--- config.mk ---
export PLATFORM = sky130hd
export DESIGN_NAME = voxel_ray_traversal_unit
export DESIGN_NICKNAME = d
export VERILOG_FILES = /design/src/sv/vrt_pkg.sv /design/src/sv/voxel_ray_traversal_unit.sv /design/src/sv/vrt_divider.sv /design/src/sv/vrt_datapath.sv /design/src/sv/vrt_ctrl.sv
export VERILOG_INCLUDE_DIRS = /design/src /design/src/sv
export SDC_FILE = /design/constraint.sdc
export NUM_CORES = 1
export LEC_CHECK = 0
export CAP_MARGIN = 30
export CORE_AREA = 2 2 326 328
export DETAILED_ROUTE_END_ITERATION = 8
export DIE_AREA = 0 0 328 330
export DONT_BUFFER_PORTS = 1
export GPL_TIMING_DRIVEN = 0
export HOLD_SLACK_MARGIN = 0.08
export SYNTH_ARGS = -nofsm -noshare
export SYNTH_HDL_FRONTEND = slang
export SYNTH_HIERARCHICAL = 1
export SYNTH_SLANG_ARGS = --single-unit
--- constraint.sdc ---
create_clock -name clk -period 8.58 [get_ports clk]
set_input_delay 1.716 -clock clk [delete_from_list [all_inputs] [get_ports clk]]
set_output_delay 1.716 -clock clk [all_outputs]
set_load 0.05 [all_outputs]
--- src/sv/voxel_ray_traversal_unit_macros.svh ---
// Assertion macros for the voxel ray traversal unit.
`ifndef VOXEL_RAY_TRAVERSAL_UNIT_MACROS_SVH
`define VOXEL_RAY_TRAVERSAL_UNIT_MACROS_SVH

// Same-cycle implication, disabled during reset.
`define VRT_ASSERT_IMP(label, clk, rst_n, ante, cons, msg) \
    label: assert property (@(posedge clk) disable iff (!rst_n) (ante) |-> (cons)) \
        else $error(msg);

// Next-cycle implication, disabled during reset.
`define VRT_ASSERT_NXT(label, clk, rst_n, ante, cons, msg) \
    label: assert property (@(posedge clk) disable iff (!rst_n) (ante) |=> (cons)) \
        else $error(msg);

`endif

--- src/sv/vrt_pkg.sv ---
// ----------------------------------------------------------------------------
// vrt_pkg
// Types and constants shared by the voxel ray traversal unit.
// ----------------------------------------------------------------------------
`default_nettype none

package vrt_pkg;

    localparam int CRD_W    = 16;
    localparam int IDX_W    = 8;
    localparam int T_W      = 32;
    localparam int VS_W     = 5;
    localparam int NUM_AXES = 3;
    localparam logic [T_W-1:0] T_SAT = '1;

    typedef enum logic [1:0] {
        ST_IDLE,
        ST_DIV_LOAD,
        ST_DIV_WAIT,
        ST_EMIT
    } vrt_state_t;

    // Divider operation per axis
    typedef enum logic [1:0] {
        OP_IDX_S,
        OP_IDX_E,
        OP_TNEXT,
        OP_TSTEP
    } div_op_t;

    typedef struct packed {
        logic       capture;
        logic       div_start;
        logic       div_store;
        logic       emit;
        div_op_t    op;
        logic [1:0] axis;
    } vrt_cmd_t;

    typedef struct packed {
        logic                div_done;
        logic [NUM_AXES-1:0] flat;
        logic                last_now;
    } vrt_status_t;

endpackage

`default_nettype wire

--- src/sv/voxel_ray_traversal_unit.sv ---
// Setup runs six index divisions and up to six t divisions of NW quotient bits
//   (NW = 6 + COORD_FRAC_BITS + T_FRAC_BITS, 38 by default) on the one shared
//   radix-2 divider.
// Then one voxel word per cycle, up to MAX_RUN words.
// One ray at a time; output never stalls.
// Reset: asynchronous active low; clears control, voxel_size returns to 1.
// ----------------------------------------------------------------------------
// voxel_ray_traversal_unit
// 3D DDA voxel traversal: emits the voxel indices a ray passes, in order, up to MAX_RUN.
// ----------------------------------------------------------------------------
`default_nettype none

`include "voxel_ray_traversal_unit_macros.svh"

module voxel_ray_traversal_unit #(
    parameter int MAX_RUN         = 64,
    parameter int COORD_FRAC_BITS = 8,
    parameter int T_FRAC_BITS     = 24
) (
    input  wire logic                      clk,
    input  wire logic                      rst_n,
    input  wire logic                      start,
    output logic                           busy,
    input  wire logic                      voxel_size_we,
    input  wire logic [vrt_pkg::VS_W-1:0]  voxel_size,
    input  wire logic [vrt_pkg::CRD_W-1:0] start_x,
    input  wire logic [vrt_pkg::CRD_W-1:0] start_y,
    input  wire logic [vrt_pkg::CRD_W-1:0] start_z,
    input  wire logic [vrt_pkg::CRD_W-1:0] end_x,
    input  wire logic [vrt_pkg::CRD_W-1:0] end_y,
    input  wire logic [vrt_pkg::CRD_W-1:0] end_z,
    output logic                           voxel_valid,
    output logic [vrt_pkg::IDX_W-1:0]      voxel_x,
    output logic [vrt_pkg::IDX_W-1:0]      voxel_y,
    output logic [vrt_pkg::IDX_W-1:0]      voxel_z,
    output logic                           last_voxel_flag,
    output logic                           truncated
);

    import vrt_pkg::*;

    vrt_cmd_t    cmd;
    vrt_status_t status;

    vrt_ctrl u_ctrl (
        .clk    (clk),
        .rst_n  (rst_n),
        .start  (start),
        .busy   (busy),
        .cmd    (cmd),
        .status (status)
    );

    vrt_datapath #(
        .MAX_RUN         (MAX_RUN),
        .COORD_FRAC_BITS (COORD_FRAC_BITS),
        .T_FRAC_BITS     (T_FRAC_BITS)
    ) u_dp (
        .clk             (clk),
        .rst_n           (rst_n),
        .cmd             (cmd),
        .status          (status),
        .voxel_size_we   (voxel_size_we),
        .voxel_size      (voxel_size),
        .start_x         (start_x),
        .start_y         (start_y),
        .start_z         (start_z),
        .end_x           (end_x),
        .end_y           (end_y),
        .end_z           (end_z),
        .voxel_valid     (voxel_valid),
        .voxel_x         (voxel_x),
        .voxel_y         (voxel_y),
        .voxel_z         (voxel_z),
        .last_voxel_flag (last_voxel_flag),
        .truncated       (truncated)
    );

    // More words of the run follow while busy
    `VRT_ASSERT_IMP(a_mid_busy, clk, rst_n, voxel_valid && !last_voxel_flag, busy, "mid word idle")
    // Truncation only flags the final word
    `VRT_ASSERT_IMP(a_trunc_last, clk, rst_n, voxel_valid && truncated, last_voxel_flag, "early trunc")
    // Accepted ray starts work
    `VRT_ASSERT_NXT(a_start_busy, clk, rst_n, start && !busy, busy && !voxel_valid, "ray not started")

endmodule

`default_nettype wire

--- src/sv/vrt_divider.sv ---
// ----------------------------------------------------------------------------
// vrt_divider
// Restoring radix-2 divider, one quotient bit per cycle, iteration count set
// per operation (numerator is left aligned).
// ----------------------------------------------------------------------------
`default_nettype none

module vrt_divider #(
    parameter int NW = 38,
    parameter int DW = 16,
    parameter int IW = 6
) (
    input  wire logic          clk,
    input  wire logic          rst_n,
    input  wire logic          load,
    input  wire logic [NW-1:0] num,
    input  wire logic [DW-1:0] den,
    input  wire logic [IW-1:0] iters,
    output logic               done,
    output logic [NW-1:0]      quo,
    output logic [DW-1:0]      rem
);

    logic [NW-1:0] num_reg;
    logic [DW-1:0] den_reg;
    logic [DW-1:0] rem_reg;
    logic [NW-1:0] quo_reg;
    logic [IW-1:0] cnt_reg;
    logic          run_reg;
    logic          done_reg;

    logic [DW:0]   trial;
    logic          ge;
    logic [DW:0]   diff;

    // One restoring step
    always_comb
    begin
        trial = {rem_reg, num_reg[NW-1]};
        ge    = trial >= {1'b0, den_reg};
        diff  = trial - {1'b0, den_reg};
    end

    // Control
    always_ff @(posedge clk or negedge rst_n)
    begin
        if (!rst_n)
        begin
            run_reg  <= 1'b0;
            done_reg <= 1'b0;
            cnt_reg  <= '0;
        end
        else
        begin
            done_reg <= 1'b0;
            if (load)
            begin
                run_reg <= 1'b1;
                cnt_reg <= iters;
            end
            else if (run_reg)
            begin
                cnt_reg <= cnt_reg - 1'b1;
                if (cnt_reg == IW'(1))
                begin
                    run_reg  <= 1'b0;
                    done_reg <= 1'b1;
                end
            end
        end
    end

    // Data
    always_ff @(posedge clk)
    begin
        if (load)
        begin
            num_reg <= num;
            den_reg <= den;
            rem_reg <= '0;
            quo_reg <= '0;
        end
        else if (run_reg)
        begin
            num_reg <= {num_reg[NW-2:0], 1'b0};
            rem_reg <= ge ? diff[DW-1:0] : trial[DW-1:0];
            quo_reg <= {quo_reg[NW-2:0], ge};
        end
    end

    assign done = done_reg;
    assign quo  = quo_reg;
    assign rem  = rem_reg;

endmodule

`default_nettype wire

--- src/sv/vrt_datapath.sv ---
// ----------------------------------------------------------------------------
// vrt_datapath
// Ray registers, setup divisions, DDA stepping and the result word register.
// ----------------------------------------------------------------------------
`default_nettype none

module vrt_datapath #(
    parameter int MAX_RUN         = 64,
    parameter int COORD_FRAC_BITS = 8,
    parameter int T_FRAC_BITS     = 24
) (
    input  wire logic                        clk,
    input  wire logic                        rst_n,
    input  wire vrt_pkg::vrt_cmd_t           cmd,
    output vrt_pkg::vrt_status_t             status,
    input  wire logic                        voxel_size_we,
    input  wire logic [vrt_pkg::VS_W-1:0]    voxel_size,
    input  wire logic [vrt_pkg::CRD_W-1:0]   start_x,
    input  wire logic [vrt_pkg::CRD_W-1:0]   start_y,
    input  wire logic [vrt_pkg::CRD_W-1:0]   start_z,
    input  wire logic [vrt_pkg::CRD_W-1:0]   end_x,
    input  wire logic [vrt_pkg::CRD_W-1:0]   end_y,
    input  wire logic [vrt_pkg::CRD_W-1:0]   end_z,
    output logic                             voxel_valid,
    output logic [vrt_pkg::IDX_W-1:0]        voxel_x,
    output logic [vrt_pkg::IDX_W-1:0]        voxel_y,
    output logic [vrt_pkg::IDX_W-1:0]        voxel_z,
    output logic                             last_voxel_flag,
    output logic                             truncated
);

    import vrt_pkg::*;

    localparam int CW     = VS_W + COORD_FRAC_BITS;
    localparam int NW_RAW = CW + 1 + T_FRAC_BITS;
    localparam int NW     = (NW_RAW > CRD_W) ? NW_RAW : CRD_W;
    localparam int DW     = (CW > CRD_W) ? CW : CRD_W;
    localparam int IW     = $clog2(NW + 1);
    localparam int QW     = (NW > T_W) ? NW : T_W + 1;
    localparam int CNT_W  = $clog2(MAX_RUN + 1);

    // Configuration and captured ray
    logic [VS_W-1:0]  vs_reg;
    logic [CRD_W-1:0] s_reg [NUM_AXES];
    logic [CRD_W-1:0] e_reg [NUM_AXES];

    // Traversal state
    logic [IDX_W-1:0] cur_reg   [NUM_AXES];
    logic [IDX_W-1:0] endv_reg  [NUM_AXES];
    logic [T_W-1:0]   tnext_reg [NUM_AXES];
    logic [T_W-1:0]   tstep_reg [NUM_AXES];
    logic [CW-1:0]    rems_reg  [NUM_AXES];
    logic [NUM_AXES-1:0] neg_reg;
    logic [CNT_W-1:0] count_reg;
    logic             first_reg;

    // Result word
    logic             valid_reg;
    logic [IDX_W-1:0] vx_reg, vy_reg, vz_reg;
    logic             last_reg, trunc_reg;

    logic [VS_W-1:0]  vs_eff;
    logic [CW-1:0]    cell_len;
    logic [CRD_W-1:0] s_sel, e_sel, absd;
    logic [CW:0]      near_num;
    logic [NW-1:0]    div_num;
    logic [DW-1:0]    div_den;
    logic [IW-1:0]    div_iters;
    logic             div_done;
    logic [NW-1:0]    div_quo;
    logic [DW-1:0]    div_rem;
    logic [QW-1:0]    q_ext;
    logic [T_W-1:0]   q_sat;

    logic [NUM_AXES-1:0] pre_ax;
    logic [NUM_AXES-1:0] flat;
    logic                pre;
    logic                at_end;
    logic                last_now;
    logic [1:0]          ax;
    logic [T_W:0]        tsum;
    logic [T_W-1:0]      tadd;

    // Operand selection
    always_comb
    begin
        vs_eff   = (vs_reg == '0) ? VS_W'(1) : vs_reg;
        cell_len = CW'(vs_eff) << COORD_FRAC_BITS;
        s_sel    = s_reg[cmd.axis];
        e_sel    = e_reg[cmd.axis];
        absd     = (e_sel > s_sel) ? e_sel - s_sel : s_sel - e_sel;
        near_num = neg_reg[cmd.axis] ? {1'b0, cell_len} + {1'b0, rems_reg[cmd.axis]}
                                     : {1'b0, cell_len} - {1'b0, rems_reg[cmd.axis]};
        unique case (cmd.op)
            OP_IDX_S:
            begin
                div_num   = NW'(s_sel) << (NW - CRD_W);
                div_den   = DW'(cell_len);
                div_iters = IW'(CRD_W);
            end
            OP_IDX_E:
            begin
                div_num   = NW'(e_sel) << (NW - CRD_W);
                div_den   = DW'(cell_len);
                div_iters = IW'(CRD_W);
            end
            OP_TNEXT:
            begin
                div_num   = NW'(near_num) << T_FRAC_BITS;
                div_den   = DW'(absd);
                div_iters = IW'(NW);
            end
            default:
            begin
                div_num   = NW'(cell_len) << T_FRAC_BITS;
                div_den   = DW'(absd);
                div_iters = IW'(NW);
            end
        endcase
    end

    vrt_divider #(
        .NW (NW),
        .DW (DW),
        .IW (IW)
    ) u_div (
        .clk   (clk),
        .rst_n (rst_n),
        .load  (cmd.div_start),
        .num   (div_num),
        .den   (div_den),
        .iters (div_iters),
        .done  (div_done),
        .quo   (div_quo),
        .rem   (div_rem)
    );

    // Saturate quotient to Q8.24 range
    always_comb
    begin
        q_ext = QW'(div_quo);
        q_sat = (|q_ext[QW-1:T_W]) ? T_SAT : q_ext[T_W-1:0];
    end

    // Stepping decisions
    always_comb
    begin
        for (int a = 0; a < NUM_AXES; a++)
        begin
            pre_ax[a] = neg_reg[a] && (cur_reg[a] != endv_reg[a]);
            flat[a]   = (s_reg[a] == e_reg[a]);
        end
        pre    = |pre_ax;
        at_end = (cur_reg[0] == endv_reg[0]) && (cur_reg[1] == endv_reg[1]) &&
                 (cur_reg[2] == endv_reg[2]);
        last_now = at_end || (count_reg == CNT_W'(MAX_RUN - 1));
        if (tnext_reg[0] < tnext_reg[1])
            ax = (tnext_reg[0] < tnext_reg[2]) ? 2'd0 : 2'd2;
        else
            ax = (tnext_reg[1] < tnext_reg[2]) ? 2'd1 : 2'd2;
        tsum = {1'b0, tnext_reg[ax]} + {1'b0, tstep_reg[ax]};
        tadd = tsum[T_W] ? T_SAT : tsum[T_W-1:0];
    end

    // Configuration register
    always_ff @(posedge clk or negedge rst_n)
    begin
        if (!rst_n)
            vs_reg <= VS_W'(1);
        else if (voxel_size_we)
            vs_reg <= voxel_size;
    end

    // Control state of the run
    always_ff @(posedge clk or negedge rst_n)
    begin
        if (!rst_n)
        begin
            count_reg <= '0;
            first_reg <= 1'b0;
            valid_reg <= 1'b0;
        end
        else
        begin
            valid_reg <= cmd.emit;
            if (cmd.capture)
            begin
                count_reg <= '0;
                first_reg <= 1'b1;
            end
            else if (cmd.emit)
            begin
                count_reg <= count_reg + 1'b1;
                first_reg <= 1'b0;
            end
        end
    end

    // Ray data and traversal registers
    always_ff @(posedge clk)
    begin
        if (cmd.capture)
        begin
            s_reg[0] <= start_x;
            s_reg[1] <= start_y;
            s_reg[2] <= start_z;
            e_reg[0] <= end_x;
            e_reg[1] <= end_y;
            e_reg[2] <= end_z;
        end
        if (cmd.div_store)
        begin
            case (cmd.op)
                OP_IDX_S:
                begin
                    cur_reg[cmd.axis]  <= div_quo[IDX_W-1:0];
                    rems_reg[cmd.axis] <= div_rem[CW-1:0];
                end
                OP_IDX_E:
                begin
                    endv_reg[cmd.axis] <= div_quo[IDX_W-1:0];
                    neg_reg[cmd.axis]  <= e_sel < s_sel;
                    if (flat[cmd.axis])
                    begin
                        tnext_reg[cmd.axis] <= T_SAT;
                        tstep_reg[cmd.axis] <= T_SAT;
                    end
                end
                OP_TNEXT: tnext_reg[cmd.axis] <= q_sat;
                default:  tstep_reg[cmd.axis] <= q_sat;
            endcase
        end
        if (cmd.emit)
        begin
            vx_reg    <= cur_reg[0];
            vy_reg    <= cur_reg[1];
            vz_reg    <= cur_reg[2];
            last_reg  <= last_now;
            trunc_reg <= last_now && !at_end;
            if (first_reg && pre)
            begin
                // diagonal pre-step on negative axes
                for (int a = 0; a < NUM_AXES; a++)
                    if (pre_ax[a])
                        cur_reg[a] <= cur_reg[a] - 1'b1;
            end
            else
            begin
                cur_reg[ax]   <= neg_reg[ax] ? cur_reg[ax] - 1'b1 : cur_reg[ax] + 1'b1;
                tnext_reg[ax] <= tadd;
            end
        end
    end

    always_comb
    begin
        status.div_done = div_done;
        status.flat     = flat;
        status.last_now = last_now;
    end

    assign voxel_valid     = valid_reg;
    assign voxel_x         = vx_reg;
    assign voxel_y         = vy_reg;
    assign voxel_z         = vz_reg;
    assign last_voxel_flag = last_reg;
    assign truncated       = trunc_reg;

endmodule

`default_nettype wire

--- src/sv/vrt_ctrl.sv ---
// ----------------------------------------------------------------------------
// vrt_ctrl
// Sequencer: capture, per-axis setup divisions, then one voxel per cycle.
// ----------------------------------------------------------------------------
`default_nettype none

module vrt_ctrl (
    input  wire logic                 clk,
    input  wire logic                 rst_n,
    input  wire logic                 start,
    output logic                      busy,
    output vrt_pkg::vrt_cmd_t         cmd,
    input  wire vrt_pkg::vrt_status_t status
);

    import vrt_pkg::*;

    vrt_state_t state_reg, state_next;
    div_op_t    op_reg, op_next;
    logic [1:0] axis_reg, axis_next;

    // State register
    always_ff @(posedge clk or negedge rst_n)
    begin
        if (!rst_n)
        begin
            state_reg <= ST_IDLE;
            op_reg    <= OP_IDX_S;
            axis_reg  <= 2'd0;
        end
        else
        begin
            state_reg <= state_next;
            op_reg    <= op_next;
            axis_reg  <= axis_next;
        end
    end

    // Next state and commands
    always_comb
    begin
        state_next    = state_reg;
        op_next       = op_reg;
        axis_next     = axis_reg;
        cmd.capture   = 1'b0;
        cmd.div_start = 1'b0;
        cmd.div_store = 1'b0;
        cmd.emit      = 1'b0;
        cmd.op        = op_reg;
        cmd.axis      = axis_reg;
        busy          = 1'b1;
        unique case (state_reg)
            ST_IDLE:
            begin
                busy = 1'b0;
                if (start)
                begin
                    cmd.capture = 1'b1;
                    op_next     = OP_IDX_S;
                    axis_next   = 2'd0;
                    state_next  = ST_DIV_LOAD;
                end
            end
            ST_DIV_LOAD:
            begin
                cmd.div_start = 1'b1;
                state_next    = ST_DIV_WAIT;
            end
            ST_DIV_WAIT:
            begin
                if (status.div_done)
                begin
                    cmd.div_store = 1'b1;
                    state_next    = ST_DIV_LOAD;
                    unique case (op_reg)
                        OP_IDX_S: op_next = OP_IDX_E;
                        OP_TNEXT: op_next = OP_TSTEP;
                        default:
                        begin
                            if (op_reg == OP_IDX_E && !status.flat[axis_reg])
                                op_next = OP_TNEXT;
                            else
                            begin
                                op_next = OP_IDX_S;
                                if (axis_reg == 2'd2)
                                    state_next = ST_EMIT;
                                else
                                    axis_next = axis_reg + 1'b1;
                            end
                        end
                    endcase
                end
            end
            default:
            begin
                cmd.emit = 1'b1;
                if (status.last_now)
                    state_next = ST_IDLE;
            end
        endcase
    end

endmodule

`default_nettype wire

-- Word-level counts from Yosys, hierarchy flattened
Memories as Yosys holds them, arrays and structs flattened.
Index checks and enable logic that the tools add are counted.
- memory bits (writable): 375
- word-level logic and storage cells: 210
- register bits after elaboration: 165
- memories: 7
- memories (memory ; words ; width ; rd ports ; clocked after memory_dff ; wr ports ; line ; source):
    u_dp.tnext_reg ; 3 ; 32 ; 4 ; 0 ; 1 ; vrt_datapath.sv:50 ; logic [T_W-1:0] tnext_reg [NUM_AXES];
    u_dp.tstep_reg ; 3 ; 32 ; 1 ; 0 ; 1 ; vrt_datapath.sv:51 ; logic [T_W-1:0] tstep_reg [NUM_AXES];
    u_dp.e_reg ; 3 ; 16 ; 4 ; 0 ; 3 ; vrt_datapath.sv:45 ; logic [CRD_W-1:0] e_reg [NUM_AXES];
    u_dp.s_reg ; 3 ; 16 ; 4 ; 0 ; 3 ; vrt_datapath.sv:44 ; logic [CRD_W-1:0] s_reg [NUM_AXES];
    u_dp.rems_reg ; 3 ; 13 ; 1 ; 0 ; 1 ; vrt_datapath.sv:52 ; logic [CW-1:0] rems_reg [NUM_AXES];
    u_dp.cur_reg ; 3 ; 8 ; 4 ; 0 ; 3 ; vrt_datapath.sv:48 ; logic [IDX_W-1:0] cur_reg [NUM_AXES];
    +1 memories ; -- ; -- ; -- ; -- ; -- ; -- ;
- eq/ne operators: 22
- reductions and logical operators: 31
- magnitude comparators: 9
- add/subtract/negate cells: 14
- bitwise logic cells: 2
- multiplexer cells: 104
- operator list (cell ; number):
    32-bit 2-to-1 mux ; 5
    38-bit case mux with 3 select lines ; 1
    32-bit less-than comparator ; 3
    38-bit 2-to-1 mux ; 2
    1-bit 2-to-1 mux ; 55
    16-bit equality test ; 3
    16-bit subtractor ; 3
    2-bit 2-to-1 mux ; 19
    32-bit by 32-bit adder with 33-bit output ; 1
    16-bit 2-to-1 mux ; 2
    32-bit OR reduction ; 1
    8-bit by 1-bit subtractor with 8-bit output (second input constant) ; 4
    8-bit equality test ; 3
    8-bit 2-to-1 mux ; 3
    8-bit inequality test ; 3
    6-bit 2-to-1 mux ; 3
    17-bit by 16-bit >= comparator with 1-bit output ; 1
    16-bit > comparator ; 1
    16-bit less-than comparator ; 1
    8-bit OR reduction ; 2
    13-bit by 13-bit adder with 14-bit output ; 1
    14-bit 2-to-1 mux ; 1
    7-bit 2-to-1 mux ; 2
    13-bit by 13-bit subtractor with 14-bit output ; 1
    other kinds (33) ; 61

-- Longest topological paths before layout
Gate-level depths: netlist (run 1).
An unclocked memory read counts as a cell.
- depth after elaboration: 11
- mapped depth: 25
- mapped depth without buffers: 21

-- Cells and area by module
Netlist (run 1), hierarchy kept.
- by module, submodules not included (module ; times used ; area each (µm²) ; seq. area each (µm²) ; cells an instance):
    vrt_datapath ; 1 ; 25285.5 ; 12483.2 ; 2397
    vrt_divider ; 1 ; 5557.8 ; 2902.8 ; 487
    vrt_ctrl ; 1 ; 426.7 ; 150.1 ; 51

-- Least setup slack after synthesis (run 1)
OpenSTA, ideal clock, no wires.
- path kind: register -> register
- start point: memory u_dp.tnext_reg[0][19]
- end point: memory u_dp.tnext_reg[0][24], data pin
- library setup time: 0.260 ns
- setup slack: 3.109 ns
- clock period less this slack: 5.471 ns
- cell stages (with the launch flop): 23
- arrival: 5.211 ns
- data required time: 8.320 ns
- buffers on the path: 3
- path through: edfxtp_1 > ha_1 > a21oi_1 > o21ai_0 > a221o_1 > a2111oi_4 > o2111a_1 > buf_2 > buf_2 > mux2i_1 > a21oi_1 > ha_1 > fa_1 > a21o_1 > a21o_1 > a211oi_1 > o31a_1 > a21oi_1 > o22a_1 > a21o_1 > clkbuf_1 > o21bai_1 > mux2_2
- RTL lines (element ; line):
    from (decl) ; vrt_datapath.sv:50

==> flow_metrics.tcl, run 1 <==
set metrics [dict create \
    ys_types 95 \
    status "finished clean" \
    io_pins 133 \
    p_sw_frac 0.4307 \
    seq_power_share 0.319 \
    nets 3340 \
    yosys.area.top_type_share 0.4398 \
    num_rows 119 \
    post-route-cell-area_um2 35350 \
    cp-end-kind "register" \
    slew_violations 0 \
    hold_viol 0 \
    grt_pass1_wl_um 129800 \
    synth.avg_cell_area_um2 10.65 \
    clock_latency_ns 0.65 \
    vias_per_cell 5.036 \
    cpLargestDelayFamily "compound AO/OA/AOI/OAI gates" \
    synth_warnings 6 \
    ant_nets 0 \
    synth_ff_type "edfxtp_1" \
    switching_power_uw 5649 \
    syn2layout_area_growth_pct 13.05 \
    fin_worst_skew_ns 0.04756 \
    async_reset_ff_frac 0.05185 \
    synth_enable_flop_cells 458 \
    place_area_um2 33420 \
    seq_area_um2 15540 \
    grt_pass1_vias 21599 \
    worst_ep_arrival_time_ns 7.89 \
    wl_met2_um 39180 \
    routedWlPerCell_um 19.08 \
    design.die.area_um2 108200 \
    synth-seq-area-share 0.4968 \
    clock_sinks 540 \
    diodes 0 \
    vias 22516 \
    required_ns 8.95 \
    peakVddDrop_mv 0.2058 \
    finalCritPeriodShare 0.8765 \
    io_buffers 0 \
    cts_hold_buf 0 \
    post_cts_buffers 0 \
    coreArea_um2 104700 \
    initial_core_util 0.2987 \
    synth_cells 2935 \
    worstSetupPathType "reg -> reg" \
    cts_buffer_depth 3 \
    grt.total_usage 0.1549 \
    cpMaxStageDelayCell "nor4_1" \
    first_pass_iters 5 \
    cpMostUsedCell "a21oi_1" \
    period_minus_slack_ns 7.520 \
    fillers 10355 \
    max_stage_delay_ns 0.61 \
    synth_area_leaders "edfxtp_1, ha_1, a21oi_1" \
    start_kind "register" \
    final_cell_mix "edfxtp_1, nor2_1, a21oi_1, ha_1, inv_1" \
    grt_max_degree 71 \
    cts_resized 0 \
    p_int_uw 7467 \
    pwr-share-clk 0.194 \
    wirelength_met1_um 39090 \
    drive_above_1_share 0.1071 \
    ys_ff_latch 540 \
    grt_overflow_total 0 \
    routabilityCongestion 0.8956 \
    dpl.hpwl_um 65270 \
    setup_violations 0 \
    layout_commonest_cell "edfxtp_1" \
    crit_buf_inv 4 \
    fmax_mhz 133.0 \
    finalWirelength_um 85300 \
    cts_buffers 57 \
    maxCapViolations 0 \
    cp_max_fo 10 \
    yosysTopAreaCell "edfxtp_1" \
    drt_iter0_drc 2016 \
    multiInputGateArea_um2 14610 \
    combPwrFrac 0.487 \
    p_leak_uw 0.01358 \
    hold_class "reg -> reg" \
    syn_area_um2 31270 \
    h-tree-depth 2 \
    clkSlewWorstSetupHoldPaths_ns 0.07 \
    wl_met3_um 5116 \
    rsz0062_at_grt "no" \
    slew_headroom 0.2760 \
    worst_pin_slew_ns 1.082 \
    fin_tns_setup_ns 0 \
    antenna_found_initial 1 \
    drcViolationCount 0 \
    highest_layer "met4" \
    cts-root-buf "clkbuf_16" \
    die_y_um 330 \
    cellPowerDensity_nw_per_um2 371.0 \
    path_cells "ha_1 -> nand4_1 -> nor4_1 -> o211ai_1 -> a31o_2 -> o2111ai_1 -> clkbuf_1 -> buf_1 -> o22ai_1 -> a21oi_1 -> ha_1 -> clkbuf_1 -> a21oi_1 -> o21ai_0 -> a221o_1 -> a21oi_1 -> a21oi_1 -> o22a_1 -> a21o_1 -> clkbuf_1 -> o21bai_1 -> mux2_2" \
    cts_tree "yes" \
    die_w_um 328 \
]
## final timing paths
check / endpoint / cells past startpoint / slack [ns] / from
setup / recovery: u_dp/tnext_reg[1][24]$_DFFE_PP_ / 22 / 1.06 / u_dp/tnext_reg[0][29]$_DFFE_PP_
hold / removal: u_dp/voxel_y[2]$_DFFE_PP_ / 0 / 0.45 / u_dp/cur_reg[1][2]$_DFFE_PP_
setup reg to reg: u_dp/tnext_reg[1][24]$_DFFE_PP_ / 22 / 1.06 / u_dp/tnext_reg[0][29]$_DFFE_PP_
hold reg to reg: u_dp/voxel_y[2]$_DFFE_PP_ / 0 / 0.45 / u_dp/cur_reg[1][2]$_DFFE_PP_
max in group asynchronous: u_dp/vs_reg[0]$_DFFE_PN1P_ / 0 / 7.65 / rst_n
min in group asynchronous: u_ctrl/op_reg[0]$_DFFE_PN0P_ / 0 / 0.76 / rst_n
## cell families (layout without fill, tap and decap cells)
group,after synthesis,in the layout,synth area share
buffers and inverters,312,434,0.04121
AO/OA/AOI/OAI,705,705,0.1413
XOR/XNOR,162,162,0.04537
other,1,24,0.0001199
AND/OR/NAND/NOR,799,799,0.1205
flip-flops,540,540,0.4968
adder cells (fa/ha/maj),203,203,0.08267
multiplexers,213,213,0.07194
## cell usage after synthesis (9+ instances only)
cell type and count:
a211oi_1 19, a21o_1 48, a21oi_1 319, a311oi_1 10
a31oi_1 33, and2_1 12, and3_1 11, buf_1 23
buf_2 37, buf_4 9, clkbuf_1 75, dfrtp_1 27
dfxtp_1 54, edfxtp_1 458, ha_1 197, inv_1 163
mux2_2 62, mux2i_1 146, nand2_1 150, nand2b_1 19
nand3_1 39, nand4_1 40, nor2_1 350, nor2b_1 17
nor3_1 23, nor4_1 22, o211ai_1 17, o21a_1 15
o21ai_0 96, o21bai_1 17, o22ai_1 33, o31ai_1 9
o41ai_1 10, or2_2 65, xnor2_1 98, xor2_1 64
## through the flow
| step | std cells | total power [uW] | utilization | worst slack (ns) | hold WS (ns) |
|---|---|---|---|---|---|
| after CTS | 4471 | 13110 | 0.3377 | 0.9821 | 0.4524 |
| after global placement | 4349 | 10430 | 0.3162 | 1.014 | 0.4380 |
| after global routing | 4471 | 13980 | 0.3377 | 0.7165 | 0.4694 |
| final | 4471 | 13120 | 0.3377 | 1.060 | 0.4502 |
| after floorplan | 2958 | 8692 | - | 3.109 | 0.4244 |
| after detailed placement | 4364 | 10520 | 0.3193 | 1.014 | 0.4366 |
## power by group through the flow
stage          sequential [uW]  clock [uW]  combinational (uW)
2_1_floorplan             4010           0                4680
3_3_place_gp              4250           0                6180
3_5_place_dp              4230           0                6280
4_1_cts                   4180        2600                6320
5_1_grt                   4240        2710                7040
6_report                  4180        2540                6390
## worst register-to-register path: cells and delay by family, from the launching register on
family	cells	cell delay, ns
AND/OR/NAND/NOR	2	0.83
adder cells (fa/ha/maj)	2	0.62
AO/OA/AOI/OAI	13	3.46
flip-flops	1	0.45
multiplexers	1	0.31
buffers and inverters	4	1.61
## routing by layer
metal	track usage	up-vias
met5	0	-
met4	0.04278	0
met3	0.01904	96
met2	0.2501	679
met1	0.2184	10844
li1	-	10897
## area by class of cell
class	instances	share of cell area
buffer	149	0.01915
inverter	163	0.01731
sequential	540	0.4395
tap	1391	0.04923
clock inverter	37	0.01210
clock buffer	70	0.04258
multi-input combinational	2106	0.4132
timing repair buffer	15	0.006937
Power figures use the tool's default switching activity.
==> run 2, diff against run 1 <==
--- a/config.mk
+++ b/config.mk
@@ -6,11 +6,11 @@
 export SDC_FILE = /design/constraint.sdc
 export NUM_CORES = 1
 export LEC_CHECK = 0
+export BUFFER_PORTS_ARGS = -buffer_cell sky130_fd_sc_hd__buf_4
 export CAP_MARGIN = 30
-export CORE_AREA = 2 2 326 328
+export CORE_AREA = 2 2 298 359
 export DETAILED_ROUTE_END_ITERATION = 8
-export DIE_AREA = 0 0 328 330
-export DONT_BUFFER_PORTS = 1
+export DIE_AREA = 0 0 300 361
 export GPL_TIMING_DRIVEN = 0
 export HOLD_SLACK_MARGIN = 0.08
 export SYNTH_ARGS = -nofsm -noshare
==> run 2 against run 1 <==
Effect of this change: final cell count up 2.9%; hold slack better by 0.0029 ns; via count up 1.4%; die area about the same; maximum frequency down 1.3%; core utilization up 1.0 points; combinational power up 3.6%; wire length up 2.8%; total power up 0.66%.
==> flow_metrics.tcl, run 2 (synthesis gave the netlist of run 1 again) <==
set metrics [dict create \
    rr_startpoint "u_dp/tnext_reg[1][30]$_DFFE_PP_" \
    p_leak_uw 0.01424 \
    num_rows 130 \
    hold_viol 0 \
    drcViolationCount 0 \
    grt_pass1_wl_um 134000 \
    initial_core_util 0.2994 \
    coreArea_um2 104400 \
    ant_nets 0 \
    grt_max_degree 68 \
    clock_latency_ns 0.66 \
    io_pins 133 \
    rrSetupSlack_ns 0.96 \
    routedWlPerCell_um 19.07 \
    path_cells "ha_1 -> nand4_1 -> nor4_1 -> o211ai_1 -> a31o_2 -> o2111ai_1 -> or2_1 -> buf_2 -> buf_2 -> clkbuf_1 -> a21oi_1 -> ha_1 -> fa_1 -> a21o_1 -> a21o_1 -> a211oi_1 -> o31a_1 -> a21oi_1 -> o22a_1 -> a21o_1 -> clkbuf_1 -> o21bai_1 -> mux2_2" \
    syn2layout_area_growth_pct 16.25 \
    antenna_found_initial 1 \
    cp-end-kind "register" \
    cts_buffers 57 \
    final_cell_mix "edfxtp_1, nor2_1, a21oi_1, ha_1, inv_1" \
    drive_above_1_share 0.1435 \
    cp_max_fo 10 \
    die_w_um 300 \
    finalWirelength_um 87710 \
    grt_pass1_vias 22755 \
    slew_violations 0 \
    cts-root-buf "clkbuf_16" \
    layout_commonest_cell "edfxtp_1" \
    die_y_um 361 \
    required_ns 8.95 \
    cellPowerDensity_nw_per_um2 363.2 \
    maxCapViolations 0 \
    peakVddDrop_mv 0.2191 \
    vias 22840 \
    fmax_mhz 131.2 \
    first_pass_iters 5 \
    cpMostUsedCell "a21o_1" \
    regToRegEndpoint "u_dp/tnext_reg[1][24]$_DFFE_PP_" \
    min_to "u_dp/voxel_y[2]$_DFFE_PP_" \
    instances_no_fill 4600 \
    cts_resized 0 \
    post_cts_buffers 0 \
    clock_sinks 540 \
    cts_buffer_depth 3 \
    hold_class "reg -> reg" \
    cpMaxStageDelayCell "nor4_1" \
    io_buffers 131 \
    placedCellCount 4491 \
    fin_tns_setup_ns 0 \
    reg2reg_depth 23 \
    cts_hold_buf 0 \
    h-tree-depth 2 \
    rsz0062_at_grt "no" \
    drt_iter0_drc 1734 \
    routabilityCongestion 0.9116 \
    worst_ep_arrival_time_ns 7.99 \
    max_stage_delay_ns 0.61 \
    grt.total_usage 0.1588 \
    hold_path_depth 0 \
    start_kind "register" \
    slew_headroom 0.3552 \
    fin_worst_skew_ns 0.04642 \
    worst_pin_slew_ns 0.9583 \
    period_minus_slack_ns 7.620 \
    finalCritPeriodShare 0.8881 \
    vias_per_cell 4.965 \
    dpl.hpwl_um 68190 \
    design.die.area_um2 108300 \
    nets 3472 \
    grt_overflow_total 0 \
    status "finished clean" \
    worstSetupPathType "reg -> reg" \
    clkSlewWorstSetupHoldPaths_ns 0.06 \
    hold_start "u_dp/cur_reg[1][2]$_DFFE_PP_" \
    setup_violations 0 \
    cts_tree "yes" \
]
-- run 2: per-stage QoR --
step	power, uW	util	hold slack, ns	setup WS (ns)	cell area, um^2
2_1_floorplan	8692	-	0.4244	3.109	31360
5_1_grt	14070	0.3481	0.4796	0.7209	36350
6_report	13200	0.3481	0.4531	0.9600	36350
3_3_place_gp	10530	0.3263	0.4337	0.8826	34070
4_1_cts	13230	0.3481	0.4562	0.8792	36350
3_5_place_dp	10620	0.3295	0.4378	0.9126	34410
-- run 2: report_power, final --
part	switching, uW	leakage (uW)	total (uW)	internal [uW]
registers	482	0.00495	4030	3550
clock network	1080	0.000948	2550	1470
logic	4100	0.00834	6620	2520
total	5660	0.0142	13200	7540
-- run 2: critical path, delay by kind of cell, from the launching register on --
kind,cells,cell delay (ns)
multiplexers,1,0.29
AO/OA/AOI/OAI,12,3.16
flip-flops,1,0.44
AND/OR/NAND/NOR,3,1.02
buffers and inverters,4,1.42
adder cells (fa/ha/maj),3,1.01
-- run 2: how the worst max path moves through the flow --
stage / from / end / slack (ns) / depth (start not counted)
after floorplan: u_dp/tnext_reg[0][19]$_DFFE_PP_ / u_dp/tnext_reg[0][24]$_DFFE_PP_ / 3.11 / 22
after global placement: u_dp/tnext_reg[1][30]$_DFFE_PP_ / u_dp/tnext_reg[1][24]$_DFFE_PP_ / 0.88 / 23
after detailed placement: u_dp/tnext_reg[1][30]$_DFFE_PP_ / u_dp/tnext_reg[1][24]$_DFFE_PP_ / 0.91 / 23
after CTS: u_dp/tnext_reg[1][30]$_DFFE_PP_ / u_dp/tnext_reg[1][24]$_DFFE_PP_ / 0.88 / 23
after global routing: u_dp/tnext_reg[1][30]$_DFFE_PP_ / u_dp/tnext_reg[1][24]$_DFFE_PP_ / 0.72 / 23
final: u_dp/tnext_reg[1][30]$_DFFE_PP_ / u_dp/tnext_reg[1][24]$_DFFE_PP_ / 0.96 / 23
-- run 2: metal layers --
metal	up-vias	GRT usage	share of wire
met5	-	0	0
met4	0	0.05461	0.033
met3	110	0.02006	0.045
met2	609	0.2887	0.51
met1	10946	0.1915	0.41
li1	11175	-	-
-- run 2: final cells by class --
type / count / area (um^2)
antenna: 1 / 2.502
buffer: 149 / 676.9
clock buffer: 72 / 1513
clock inverter: 36 / 427.9
fill: 10460 / 68080
inverter: 163 / 611.8
multi-input combinational: 2106 / 14610
sequential: 540 / 15540
tap: 1386 / 1734
timing repair buffer: 147 / 1239
